## config.mk

```make
export PLATFORM = sky130hd
export DESIGN_NAME = gravity_direction_estimator
export DESIGN_NICKNAME = d
export VERILOG_FILES = /design/src/design/gde_pkg.sv /design/src/design/gde_datapath.sv /design/src/design/gde_ctrl.sv /design/src/design/gravity_direction_estimator.sv
export SDC_FILE = /design/constraint.sdc
export NUM_CORES = 2
export LEC_CHECK = 0
export ABC_AREA = 1
export BUFFER_PORTS_ARGS = -buffer_cell sky130_fd_sc_hd__buf_2
export CORE_MARGIN = 2
export CORE_UTILIZATION = 55
export CTS_BUF_LIST = sky130_fd_sc_hd__clkbuf_8
export CTS_CLUSTER_SIZE = 16
export DETAILED_ROUTE_END_ITERATION = 7
export PLACE_DENSITY = 0.74
export SYNTH_ARGS = -nofsm -noshare
export SYNTH_HDL_FRONTEND = slang
export SYNTH_SLANG_ARGS = --single-unit
export TNS_END_PERCENT = 10
```

## constraint.sdc

```tcl
create_clock -name clk -period 9.7 [get_ports clk]
set_input_delay 0.97 -clock clk [delete_from_list [all_inputs] [get_ports clk]]
set_output_delay 0.97 -clock clk [all_outputs]
set_load 0.01 [all_outputs]
```

## src/design/gde_pkg.sv

```systemverilog
// ----------------------------------------------------------------------------
// gde_pkg
// Shared types and constants for the gravity direction estimator.
// ----------------------------------------------------------------------------
package gde_pkg;

  // 9.80665 m/s^2 at 1/1024 m/s^2 per LSB
  localparam int unsigned GRAVITY_LSB = 10042;
  localparam int unsigned ALPHA_ONE   = 65536;
  localparam logic [15:0] COUNT_MAX   = 16'hFFFF;

  localparam int unsigned CFG_W     = 17;
  localparam int unsigned CFG_IDX_W = 2;

  localparam logic [CFG_IDX_W-1:0] REG_BLEND_ALPHA = 2'd0;
  localparam logic [CFG_IDX_W-1:0] REG_WARMUP      = 2'd1;
  localparam logic [CFG_IDX_W-1:0] REG_MAG_TOL     = 2'd2;
  localparam logic [CFG_IDX_W-1:0] REG_FLIP        = 2'd3;

  localparam int unsigned OUT_DATA_W = 64;
  localparam int unsigned OUT_USER_W = 2;

  typedef enum logic [3:0] {
    OP_NOP,
    OP_LOAD,
    OP_SQ,
    OP_SQRT_INIT,
    OP_SQRT_STEP,
    OP_GATE,
    OP_DIV_INIT,
    OP_DIV_STEP,
    OP_DIV_STORE,
    OP_SEED,
    OP_BLEND_A,
    OP_BLEND_B,
    OP_BLEND_C,
    OP_FINISH
  } dp_op_t;

  typedef struct packed {
    dp_op_t     op;
    logic [1:0] idx;    // axis select
    logic       phase;  // 0: raw sample, 1: blended vector
  } dp_cmd_t;

  typedef struct packed {
    logic sqrt_last;
    logic div_last;
    logic accept;
    logic seeded;
    logic root_zero;
    logic out_valid;
  } dp_sts_t;

endpackage

```

## src/design/gde_datapath.sv

```systemverilog
// ----------------------------------------------------------------------------
// gde_datapath
// Shared multiplier, bit-serial square root and divider, vector state,
// counters, configuration registers and the result register.
// ----------------------------------------------------------------------------
module gde_datapath #(
  parameter int ACCEL_WIDTH    = 16,
  parameter int UNIT_FRAC_BITS = 14,
  parameter int IN_W           = 48
) (
  input  logic                                clk,
  input  logic                                rst_n,
  input  gde_pkg::dp_cmd_t                    cmd,
  output gde_pkg::dp_sts_t                    sts,
  input  logic [IN_W-1:0]                     in_data,
  input  logic                                out_ready,
  output logic [gde_pkg::OUT_DATA_W-1:0]      out_data,
  output logic [gde_pkg::OUT_USER_W-1:0]      out_user,
  input  logic                                cfg_we,
  input  logic [gde_pkg::CFG_IDX_W-1:0]       cfg_index,
  input  logic [gde_pkg::CFG_W-1:0]           cfg_wdata
);

  localparam int A    = ACCEL_WIDTH;
  localparam int F    = UNIT_FRAC_BITS;
  localparam int SH   = (F + 16 > 31) ? (F + 16 - 31) : 0;
  localparam int BMW  = F + 17 - SH;
  localparam int DVW  = (A > BMW) ? A : BMW;
  localparam int SQW  = 2 * DVW;
  localparam int RW   = DVW + 2;
  localparam int UW   = F + 2;
  localparam int QW   = F + 1;
  localparam int PW   = 17 + QW;
  localparam int SW   = PW + 1;
  localparam int MW   = (DVW > 17) ? DVW : 17;
  localparam int GW   = DVW + 16;
  localparam int SCW  = $clog2(DVW);
  localparam int DCW  = $clog2(QW);
  localparam logic [SW-1:0] HALF = (SH == 0) ? '0 : (SW'(1) << ((SH > 0) ? SH - 1 : 0));

  // configuration
  logic [16:0] blend_alpha_r;
  logic [15:0] warmup_r;
  logic [15:0] mag_tol_r;
  logic        flip_r;

  // sample and vector state
  logic [A-1:0]          a_mag_r [3];
  logic                  a_neg_r [3];
  logic signed [UW-1:0]  u_r     [3];
  logic signed [UW-1:0]  up_r    [3];
  logic [BMW-1:0]        b_mag_r [3];
  logic                  b_neg_r [3];
  logic [PW-1:0]         pa_r, pb_r;
  logic                  pa_neg_r, pb_neg_r;
  logic                  seeded_r, accept_r;
  logic [15:0]           acc_cnt_r, rej_cnt_r;
  logic [SQW-1:0]        sum_r;

  // square root
  logic [SQW-1:0] sv_r;
  logic [DVW-1:0] root_r;
  logic [RW-1:0]  srem_r;
  logic [SCW-1:0] scnt_r;

  // divider
  logic [QW-1:0]  dnum_r;
  logic [DVW-1:0] drem_r;
  logic [DVW-1:0] dd_r;
  logic [QW-1:0]  dq_r;
  logic [DCW-1:0] dcnt_r;
  logic           dneg_r;

  logic                            out_valid_r;
  logic [gde_pkg::OUT_DATA_W-1:0]  out_data_r;
  logic [gde_pkg::OUT_USER_W-1:0]  out_user_r;

  // ---- combinational helpers
  logic [A-1:0]          in_ax [3];
  logic [A-1:0]          in_mag [3];
  logic [MW-1:0]         mul_x, mul_y;
  logic [2*MW-1:0]       prod;
  logic [16:0]           alpha_sat, beta;
  logic [UW-1:0]         u_abs, up_abs;
  logic [RW-1:0]         s_cat, s_trial;
  logic                  s_ge;
  logic [DVW:0]          r_cat;
  logic                  d_ge;
  logic [DVW-1:0]        div_src;
  logic [DVW+QW-1:0]     div_num;
  logic [DVW-1:0]        dev;
  logic [29:0]           tol_g;
  logic                  gate_ok;
  logic signed [SW-1:0]  bl_a, bl_b, bl_sum;
  logic [SW-1:0]         bl_abs, bl_rnd;
  logic signed [UW-1:0]  q_signed;
  logic [15:0]           acc_cnt_nxt, rej_cnt_nxt;
  logic                  ready_nxt;

  always_comb begin
    for (int i = 0; i < 3; i++) begin
      in_ax[i]  = in_data[i*A +: A];
      in_mag[i] = in_ax[i][A-1] ? (~in_ax[i] + A'(1)) : in_ax[i];
    end
  end

  assign alpha_sat = (blend_alpha_r > 17'(gde_pkg::ALPHA_ONE)) ?
                     17'(gde_pkg::ALPHA_ONE) : blend_alpha_r;
  assign beta      = 17'(gde_pkg::ALPHA_ONE) - alpha_sat;
  assign u_abs     = u_r[cmd.idx][UW-1]  ? UW'(-u_r[cmd.idx])  : UW'(u_r[cmd.idx]);
  assign up_abs    = up_r[cmd.idx][UW-1] ? UW'(-up_r[cmd.idx]) : UW'(up_r[cmd.idx]);

  always_comb begin
    case (cmd.op)
      gde_pkg::OP_SQ: begin
        mul_x = cmd.phase ? MW'(b_mag_r[cmd.idx]) : MW'(a_mag_r[cmd.idx]);
        mul_y = mul_x;
      end
      gde_pkg::OP_BLEND_A: begin
        mul_x = MW'(alpha_sat);
        mul_y = MW'(u_abs[QW-1:0]);
      end
      gde_pkg::OP_BLEND_B: begin
        mul_x = MW'(beta);
        mul_y = MW'(up_abs[QW-1:0]);
      end
      default: begin
        mul_x = '0;
        mul_y = '0;
      end
    endcase
  end
  assign prod = mul_x * mul_y;

  // one digit pair of the restoring square root
  assign s_cat   = {srem_r[RW-3:0], sv_r[SQW-1 -: 2]};
  assign s_trial = {root_r, 2'b01};
  assign s_ge    = (s_cat >= s_trial);

  // one bit of the restoring divider
  assign r_cat = {drem_r, dnum_r[QW-1]};
  assign d_ge  = (r_cat >= {1'b0, dd_r});

  // rounded quotient: (|v| << F) + d/2, high part goes to the remainder
  assign div_src = cmd.phase ? DVW'(b_mag_r[cmd.idx]) : DVW'(a_mag_r[cmd.idx]);
  assign div_num = ((DVW+QW)'(div_src) << F) + (DVW+QW)'(root_r >> 1);

  assign dev     = (root_r > DVW'(gde_pkg::GRAVITY_LSB)) ?
                   (root_r - DVW'(gde_pkg::GRAVITY_LSB)) :
                   (DVW'(gde_pkg::GRAVITY_LSB) - root_r);
  assign tol_g   = 30'(mag_tol_r) * 30'(gde_pkg::GRAVITY_LSB);
  assign gate_ok = (root_r != '0) && ({dev, 16'h0000} <= GW'(tol_g));

  assign bl_a   = pa_neg_r ? -$signed({1'b0, pa_r}) : $signed({1'b0, pa_r});
  assign bl_b   = pb_neg_r ? -$signed({1'b0, pb_r}) : $signed({1'b0, pb_r});
  assign bl_sum = bl_a + bl_b;
  assign bl_abs = bl_sum[SW-1] ? SW'(-bl_sum) : SW'(bl_sum);
  assign bl_rnd = (bl_abs + HALF) >> SH;

  assign q_signed = dneg_r ? -$signed({1'b0, dq_r}) : $signed({1'b0, dq_r});

  assign acc_cnt_nxt = (accept_r && acc_cnt_r != gde_pkg::COUNT_MAX) ?
                       acc_cnt_r + 16'd1 : acc_cnt_r;
  assign rej_cnt_nxt = (!accept_r && rej_cnt_r != gde_pkg::COUNT_MAX) ?
                       rej_cnt_r + 16'd1 : rej_cnt_r;
  assign ready_nxt   = seeded_r && (acc_cnt_nxt >= warmup_r);

  always_ff @(posedge clk) begin
    if (!rst_n) begin
      blend_alpha_r <= 17'd6554;
      warmup_r      <= 16'd10;
      mag_tol_r     <= 16'd9830;
      flip_r        <= 1'b0;
      seeded_r      <= 1'b0;
      accept_r      <= 1'b0;
      acc_cnt_r     <= '0;
      rej_cnt_r     <= '0;
      out_valid_r   <= 1'b0;
      for (int i = 0; i < 3; i++) up_r[i] <= '0;
    end else begin
      if (cfg_we) begin
        case (cfg_index)
          gde_pkg::REG_BLEND_ALPHA: blend_alpha_r <= cfg_wdata;
          gde_pkg::REG_WARMUP:      warmup_r      <= cfg_wdata[15:0];
          gde_pkg::REG_MAG_TOL:     mag_tol_r     <= cfg_wdata[15:0];
          gde_pkg::REG_FLIP:        flip_r        <= cfg_wdata[0];
          default: ;
        endcase
      end

      // a new result replaces one taken in the same cycle
      if (cmd.op == gde_pkg::OP_FINISH) out_valid_r <= 1'b1;
      else if (out_ready)               out_valid_r <= 1'b0;

      case (cmd.op)
        gde_pkg::OP_LOAD: begin
          for (int i = 0; i < 3; i++) begin
            a_mag_r[i] <= in_mag[i];
            a_neg_r[i] <= in_ax[i][A-1];
          end
        end
        gde_pkg::OP_SQ: begin
          sum_r <= (cmd.idx == 2'd0) ? SQW'(prod) : sum_r + SQW'(prod);
        end
        gde_pkg::OP_SQRT_INIT: begin
          sv_r   <= sum_r;
          root_r <= '0;
          srem_r <= '0;
          scnt_r <= SCW'(DVW - 1);
        end
        gde_pkg::OP_SQRT_STEP: begin
          sv_r   <= sv_r << 2;
          srem_r <= s_ge ? (s_cat - s_trial) : s_cat;
          root_r <= {root_r[DVW-2:0], s_ge};
          scnt_r <= scnt_r - SCW'(1);
        end
        gde_pkg::OP_GATE: accept_r <= gate_ok;
        gde_pkg::OP_DIV_INIT: begin
          drem_r <= div_num[DVW+QW-1:QW];
          dnum_r <= div_num[QW-1:0];
          dd_r   <= root_r;
          dq_r   <= '0;
          dcnt_r <= DCW'(QW - 1);
          dneg_r <= cmd.phase ? b_neg_r[cmd.idx] : (a_neg_r[cmd.idx] ^ flip_r);
        end
        gde_pkg::OP_DIV_STEP: begin
          drem_r <= d_ge ? DVW'(r_cat - {1'b0, dd_r}) : DVW'(r_cat);
          dnum_r <= dnum_r << 1;
          dq_r   <= {dq_r[QW-2:0], d_ge};
          dcnt_r <= dcnt_r - DCW'(1);
        end
        gde_pkg::OP_DIV_STORE: begin
          if (cmd.phase) up_r[cmd.idx] <= q_signed;
          else           u_r[cmd.idx]  <= q_signed;
        end
        gde_pkg::OP_SEED: begin
          for (int i = 0; i < 3; i++) up_r[i] <= u_r[i];
          seeded_r <= 1'b1;
        end
        gde_pkg::OP_BLEND_A: begin
          pa_r     <= PW'(prod);
          pa_neg_r <= u_r[cmd.idx][UW-1];
        end
        gde_pkg::OP_BLEND_B: begin
          pb_r     <= PW'(prod);
          pb_neg_r <= up_r[cmd.idx][UW-1];
        end
        gde_pkg::OP_BLEND_C: begin
          b_mag_r[cmd.idx] <= bl_rnd[BMW-1:0];
          b_neg_r[cmd.idx] <= bl_sum[SW-1];
        end
        gde_pkg::OP_FINISH: begin
          acc_cnt_r   <= acc_cnt_nxt;
          rej_cnt_r   <= rej_cnt_nxt;
          out_user_r  <= {accept_r, ready_nxt};
          out_data_r  <= {rej_cnt_nxt,
                          ready_nxt ? 16'(up_r[2]) : 16'h0000,
                          ready_nxt ? 16'(up_r[1]) : 16'h0000,
                          ready_nxt ? 16'(up_r[0]) : 16'h0000};
        end
        default: ;
      endcase
    end
  end

  assign sts.sqrt_last = (scnt_r == '0);
  assign sts.div_last  = (dcnt_r == '0);
  assign sts.accept    = accept_r;
  assign sts.seeded    = seeded_r;
  assign sts.root_zero = (root_r == '0);
  assign sts.out_valid = out_valid_r;

  assign out_data = out_data_r;
  assign out_user = out_user_r;

endmodule

```

## src/design/gde_ctrl.sv

```systemverilog
// ----------------------------------------------------------------------------
// gde_ctrl
// Sequencer: magnitude, gate, normalize, seed or blend, renormalize, output.
// ----------------------------------------------------------------------------
module gde_ctrl (
  input  logic             clk,
  input  logic             rst_n,
  input  logic             in_valid,
  output logic             in_ready,
  input  logic             out_ready,
  input  gde_pkg::dp_sts_t sts,
  output gde_pkg::dp_cmd_t cmd
);

  typedef enum logic [3:0] {
    S_IDLE,
    S_SQ,
    S_SQRT_INIT,
    S_SQRT_RUN,
    S_GATE,
    S_GATE_CHK,
    S_DIV_INIT,
    S_DIV_RUN,
    S_DIV_STORE,
    S_SEED,
    S_BLA,
    S_BLB,
    S_BLC,
    S_MCHK,
    S_FINISH
  } state_t;

  state_t     state_r;
  logic [1:0] idx_r;
  logic       phase_r;

  assign in_ready  = (state_r == S_IDLE);
  assign cmd.idx   = idx_r;
  assign cmd.phase = phase_r;

  always_comb begin
    case (state_r)
      S_IDLE:      cmd.op = in_valid ? gde_pkg::OP_LOAD : gde_pkg::OP_NOP;
      S_SQ:        cmd.op = gde_pkg::OP_SQ;
      S_SQRT_INIT: cmd.op = gde_pkg::OP_SQRT_INIT;
      S_SQRT_RUN:  cmd.op = gde_pkg::OP_SQRT_STEP;
      S_GATE:      cmd.op = gde_pkg::OP_GATE;
      S_DIV_INIT:  cmd.op = gde_pkg::OP_DIV_INIT;
      S_DIV_RUN:   cmd.op = gde_pkg::OP_DIV_STEP;
      S_DIV_STORE: cmd.op = gde_pkg::OP_DIV_STORE;
      S_SEED:      cmd.op = gde_pkg::OP_SEED;
      S_BLA:       cmd.op = gde_pkg::OP_BLEND_A;
      S_BLB:       cmd.op = gde_pkg::OP_BLEND_B;
      S_BLC:       cmd.op = gde_pkg::OP_BLEND_C;
      S_FINISH:    cmd.op = (!sts.out_valid || out_ready) ? gde_pkg::OP_FINISH
                                                          : gde_pkg::OP_NOP;
      default:     cmd.op = gde_pkg::OP_NOP;
    endcase
  end

  always_ff @(posedge clk) begin
    if (!rst_n) begin
      state_r <= S_IDLE;
      idx_r   <= 2'd0;
      phase_r <= 1'b0;
    end else begin
      case (state_r)
        S_IDLE: begin
          if (in_valid) begin
            state_r <= S_SQ;
            idx_r   <= 2'd0;
            phase_r <= 1'b0;
          end
        end
        S_SQ: begin
          if (idx_r == 2'd2) state_r <= S_SQRT_INIT;
          else idx_r <= idx_r + 2'd1;
        end
        S_SQRT_INIT: state_r <= S_SQRT_RUN;
        S_SQRT_RUN: begin
          if (sts.sqrt_last) state_r <= phase_r ? S_MCHK : S_GATE;
        end
        S_GATE: state_r <= S_GATE_CHK;
        S_GATE_CHK: begin
          idx_r   <= 2'd0;
          state_r <= sts.accept ? S_DIV_INIT : S_FINISH;
        end
        S_DIV_INIT: state_r <= S_DIV_RUN;
        S_DIV_RUN: begin
          if (sts.div_last) state_r <= S_DIV_STORE;
        end
        S_DIV_STORE: begin
          if (idx_r != 2'd2) begin
            idx_r   <= idx_r + 2'd1;
            state_r <= S_DIV_INIT;
          end else if (phase_r) begin
            state_r <= S_FINISH;
          end else if (sts.seeded) begin
            idx_r   <= 2'd0;
            phase_r <= 1'b1;
            state_r <= S_BLA;
          end else begin
            state_r <= S_SEED;
          end
        end
        S_SEED: state_r <= S_FINISH;
        S_BLA:  state_r <= S_BLB;
        S_BLB:  state_r <= S_BLC;
        S_BLC: begin
          if (idx_r == 2'd2) begin
            idx_r   <= 2'd0;
            state_r <= S_SQ;
          end else begin
            idx_r   <= idx_r + 2'd1;
            state_r <= S_BLA;
          end
        end
        // zero blend keeps the stored vector
        S_MCHK: begin
          idx_r   <= 2'd0;
          state_r <= sts.root_zero ? S_FINISH : S_DIV_INIT;
        end
        S_FINISH: begin
          if (!sts.out_valid || out_ready) state_r <= S_IDLE;
        end
        default: state_r <= S_IDLE;
      endcase
    end
  end

endmodule

```

## src/design/gravity_direction_estimator.sv

```systemverilog
// ----------------------------------------------------------------------------
// gravity_direction_estimator
// Low-pass estimate of the up unit vector from three-axis accelerometer items.
// ----------------------------------------------------------------------------
// channel  dir  handshake           payload
// in_      in   in_tvalid/tready    tdata: accel_x, accel_y, accel_z
// out_     out  out_tvalid/tready   tdata: up x/y/z, rejected_total;
//                                   tuser: ready_res, sample_accepted
// cfg_     in   cfg_we              cfg_index, cfg_wdata
//
// One item at a time. A rejected item runs the squares, the bit-serial square root
// and the gate; an accepted one adds three serial divides, then seeds, or blends,
// takes a second root and, unless the blend is zero, renormalizes with three more
// divides. DVW = max(ACCEL_WIDTH, F+17-shift) is the width of the square root (one
// root bit per cycle). Synchronous active-low reset; no clearing pass. The next item
// is taken while a result waits in the output register; a stalled result stalls the
// following item only at its output step.
module gravity_direction_estimator #(
  parameter int ACCEL_WIDTH    = 16,
  parameter int UNIT_FRAC_BITS = 14
) (
  input  logic                              clk,
  input  logic                              rst_n,
  input  logic                              in_tvalid,
  output logic                              in_tready,
  // accel_x, accel_y, accel_z (ACCEL_WIDTH each), zero padded to bytes
  input  logic [((3*ACCEL_WIDTH+7)/8)*8-1:0] in_tdata,
  output logic                              out_tvalid,
  input  logic                              out_tready,
  // up_out_x[15:0], up_out_y[31:16], up_out_z[47:32], rejected_total[63:48]
  output logic [gde_pkg::OUT_DATA_W-1:0]    out_tdata,
  // ready_res[0], sample_accepted[1]
  output logic [gde_pkg::OUT_USER_W-1:0]    out_tuser,
  input  logic                              cfg_we,
  input  logic [gde_pkg::CFG_IDX_W-1:0]     cfg_index,
  input  logic [gde_pkg::CFG_W-1:0]         cfg_wdata
);

  localparam int IN_W = ((3*ACCEL_WIDTH+7)/8)*8;

  gde_pkg::dp_cmd_t cmd;
  gde_pkg::dp_sts_t sts;

  gde_ctrl u_ctrl (
    .clk       (clk),
    .rst_n     (rst_n),
    .in_valid  (in_tvalid),
    .in_ready  (in_tready),
    .out_ready (out_tready),
    .sts       (sts),
    .cmd       (cmd)
  );

  gde_datapath #(
    .ACCEL_WIDTH    (ACCEL_WIDTH),
    .UNIT_FRAC_BITS (UNIT_FRAC_BITS),
    .IN_W           (IN_W)
  ) u_dp (
    .clk       (clk),
    .rst_n     (rst_n),
    .cmd       (cmd),
    .sts       (sts),
    .in_data   (in_tdata),
    .out_ready (out_tready),
    .out_data  (out_tdata),
    .out_user  (out_tuser),
    .cfg_we    (cfg_we),
    .cfg_index (cfg_index),
    .cfg_wdata (cfg_wdata)
  );

  assign out_tvalid = sts.out_valid;

endmodule

```

==> flow_summary.json <==
{
  "antenna_found_initial": 9,
  "wl_per_cell_um": 22.01,
  "power_frac_clock_pct": 16.0,
  "drtIter0Drc": 8223,
  "fillers": 12820,
  "status": "finished with violations",
  "start_util_pct": 55.36,
  "hold_buffers": 0,
  "rr_endpoint": "u_dp.sum_r[56]",
  "combPwrFrac_pct": 62.0,
  "violations": "negative setup slack",
  "layout_min_cycle_time_ns": 10.66,
  "maxCapViolCount": 0,
  "place_ws_ns": -1.922,
  "grt_first_pass_wirelength_mm": 466.9,
  "synth_seq_cells": 789,
  "switching_share_pct": 46.14,
  "dieWidth_um": 397.8,
  "num_vias": 78864,
  "cp_data_arrival_time_ns": 11.31,
  "area_growth_pct": 22.21,
  "cts_tree": "yes",
  "p_int_mw": 10.45,
  "synth_area_leader_cell": "edfxtp_1",
  "path_common_cell": "fa_1",
  "setup_slack_ns": -0.9617,
  "dr.pass1.iters": 8,
  "totalWireLength_mm": 310.3,
  "peakVddDrop_mv": 0.3045,
  "finalSetupTns_ns": -33.19,
  "clk_path_buf_depth": 3,
  "design_area_sq_mm": 0.1042,
  "ys_top_cells_by_area": "edfxtp_1 (24%), fa_1 (21%), nand2_1 (10%)",
  "portBuffers": 139,
  "ys_types": 65,
  "p_leak_nw": 50.93,
  "share_seq_of_total_power_pct": 22.0,
  "max_stage_delay_ns": 0.57,
  "gp_congestion": 1.046,
  "grt_pass1_vias": 79850,
  "grt_overflow_total": 0,
  "synth_edf_count": 695,
  "drive_gt1_share_pct": 20.52,
  "grt_max_degree": 103,
  "yosysWarnings": 0,
  "tightest_slew_ns": 1.208,
  "rsz0062_at_grt": "yes",
  "cts_max_level": 4,
  "final_util_pct": 67.66,
  "dpl_cell_area_sq_mm": 0.09758,
  "ios": 140,
  "track_usage_pct": 39.00,
  "via_per_inst": 5.594,
  "seq_area_sq_mm": 0.02276,
  "synthArstFlopShare_pct": 0,
  "setup_viol": 46,
  "skew_ns": 0.08804,
  "endpoint_kind": "flop",
  "worstPathMaxFanout": 26,
  "syn_inst": 10589,
  "postSynthAreaPerCell_sq_um": 8.054,
  "slowest_stage": "fa_1",
  "clockRootBuffer": "clkbuf_8",
  "hold_viol_final": 0,
  "clk_pin_slew_ns": 0.06,
  "path_class": "reg2reg",
  "critPathCapture": "u_dp.sum_r[56]",
  "die-area_sq_mm": 0.1582,
  "cp.required_ns": 10.35,
  "ys.flop_type": "edfxtp_1",
  "max_freq_mhz": 93.79,
  "maxSlewHeadroom_pct": 19.35,
  "synth_fp_nets": 12137,
  "rr_worst_depth": 52,
  "die_h_um": 397.8,
  "cts_buffers": 140,
  "drc": 0,
  "cp-start-kind": "flop",
  "core_area_sq_mm": 0.1540,
  "r2r_setup_slack_ns": -0.96,
  "p_switching_mw": 8.954,
  "hp-class": "in2reg",
  "netlist_area_sq_mm": 0.08528,
  "hpwlAfterDp_mm": 251.2,
  "fin_hold_ws_ns": 0.3199,
  "clock_latency_ns": 0.93,
  "drv_slew": 0,
  "clock-sinks": 789,
  "fin_crit_sh_pct": 109.9,
  "ys_seq_area_share_pct": 26.68,
  "multi_input_area_sq_mm": 0.05646,
  "ant_nets": 0,
  "num_rows": 144,
  "nets": 13489,
  "yosysTopAreaCellShare_pct": 24.47,
  "p_per_area_mw_per_mm2": 186.2
}
-- layout by cell type (no fill, tap or decap), types with 41 or more instances in the layout --
| master | n |
|---|---|
| nand3_1 | 395 |
| o211ai_1 | 48 |
| nand2_1 | 2240 |
| nor3_1 | 79 |
| nand4_1 | 87 |
| inv_1 | 1998 |
| a21oi_1 | 421 |
| nand2_2 | 94 |
| nor2_4 | 59 |
| buf_2 | 139 |
| dfxtp_1 | 92 |
| buf_4 | 1266 |
| nor2_1 | 1051 |
| xor2_1 | 208 |
| ha_1 | 521 |
| a21oi_2 | 59 |
| o21ai_2 | 41 |
| inv_2 | 114 |
| fa_1 | 856 |
| o21ai_1 | 86 |
| nor2_2 | 97 |
| ha_4 | 55 |
| xnor2_1 | 102 |
| buf_12 | 56 |
| o21ai_0 | 394 |
| edfxtp_1 | 695 |
| clkbuf_8 | 146 |
-- synthesized netlist by cell type (all sizes together) (94+ instances only) --
master	count
a21oi	497
buf	158
clkbuf	130
dfxtp	94
edfxtp	695
fa	894
ha	582
inv	2072
nand2	2342
nand3	439
nor2	1207
nor3	95
o21ai	530
xnor2	108
xor2	231
-- power groups by stage --
stage	registers, mW	clock network, mW	logic, mW
floorplan	4.27	0	5.77
global placement	4.31	0	10.5
detailed placement	4.32	0	10.7
CTS	4.26	3.14	11.2
global route	4.28	3.27	12.9
finish	4.27	3.10	12.0
-- metrics by stage --
stage,cells,power (mW)
after floorplan,10589,10.05
after global placement,13778,14.82
after detailed placement,13778,14.99
after CTS,14046,18.55
after global routing,14096,20.50
final,14097,19.41
-- kinds of logic after synthesis --
kind of cell,synth area share [%]
DFF,26.68
and+or+nand+nor,20.90
buffers and inverters,10.93
xor gates and xnor gates,3.481
AOI/OAI and AO/OA,8.489
adders and majority gates,29.52
-- flip-flops by register name, indices dropped and copies added (netlist names), 32 cells and up, named ones only --
register       flops
u_dp.a_mag_r      48
u_dp.b_mag_r      93
u_dp.out_data     64
u_dp.pa_r         32
u_dp.pb_r         32
u_dp.sum_r        62
u_dp.sv_r         62
u_dp.u_r          64
u_dp.up_r         64
-- worst min-delay path by stage --
stage	from	end	slack [ns]	cells past startpoint
finish	in_tdata[32]	u_dp.a_mag_r[2][0]	0.32	1
global route	in_tdata[32]	u_dp.a_mag_r[2][0]	0.28	1
CTS	in_tdata[32]	u_dp.a_mag_r[2][0]	0.26	1
detailed placement	u_dp.warmup_r[4]	u_dp.warmup_r[4]	0.45	2
global placement	u_dp.warmup_r[11]	u_dp.warmup_r[11]	0.45	2
floorplan	u_dp.root_r[3]	u_dp.dd_r[3]	0.42	0
-- critical path: cells and delay by family (launching register included) --
kind,cells,cell delay (ns)
fa+ha+maj,10,4.52
buf+inv,18,2.19
simple gates,17,2.05
compound gates,6,0.92
flops,1,0.40
xor+xnor,1,0.30
-- timing repair --
action,in CTS,in global routing
setup buffers,20,39
endpoints found under the setup margin,48,51
gates resized for setup,310,504
pin swaps,43,181
gates cloned,0,7
-- layout make-up --
class                      count  share of cell area (%)
multi-input combinational   7429                   54.18
clock inverter               103                  0.6507
clock buffer                 146                   1.928
tap                         2044                   2.454
sequential                   789                   21.83
timing repair buffer        1498                   11.42
inverter                    2083                   7.527
antenna                        5                 0.01200
-- metal layers --
layer  share of wire, %  track usage [%]
met1                 40            51.86
met2                 46            62.80
met3                9.1            6.955
met4                5.2            16.63
met5              0.049                0
No activity file was read; power rests on OpenSTA's default activity.
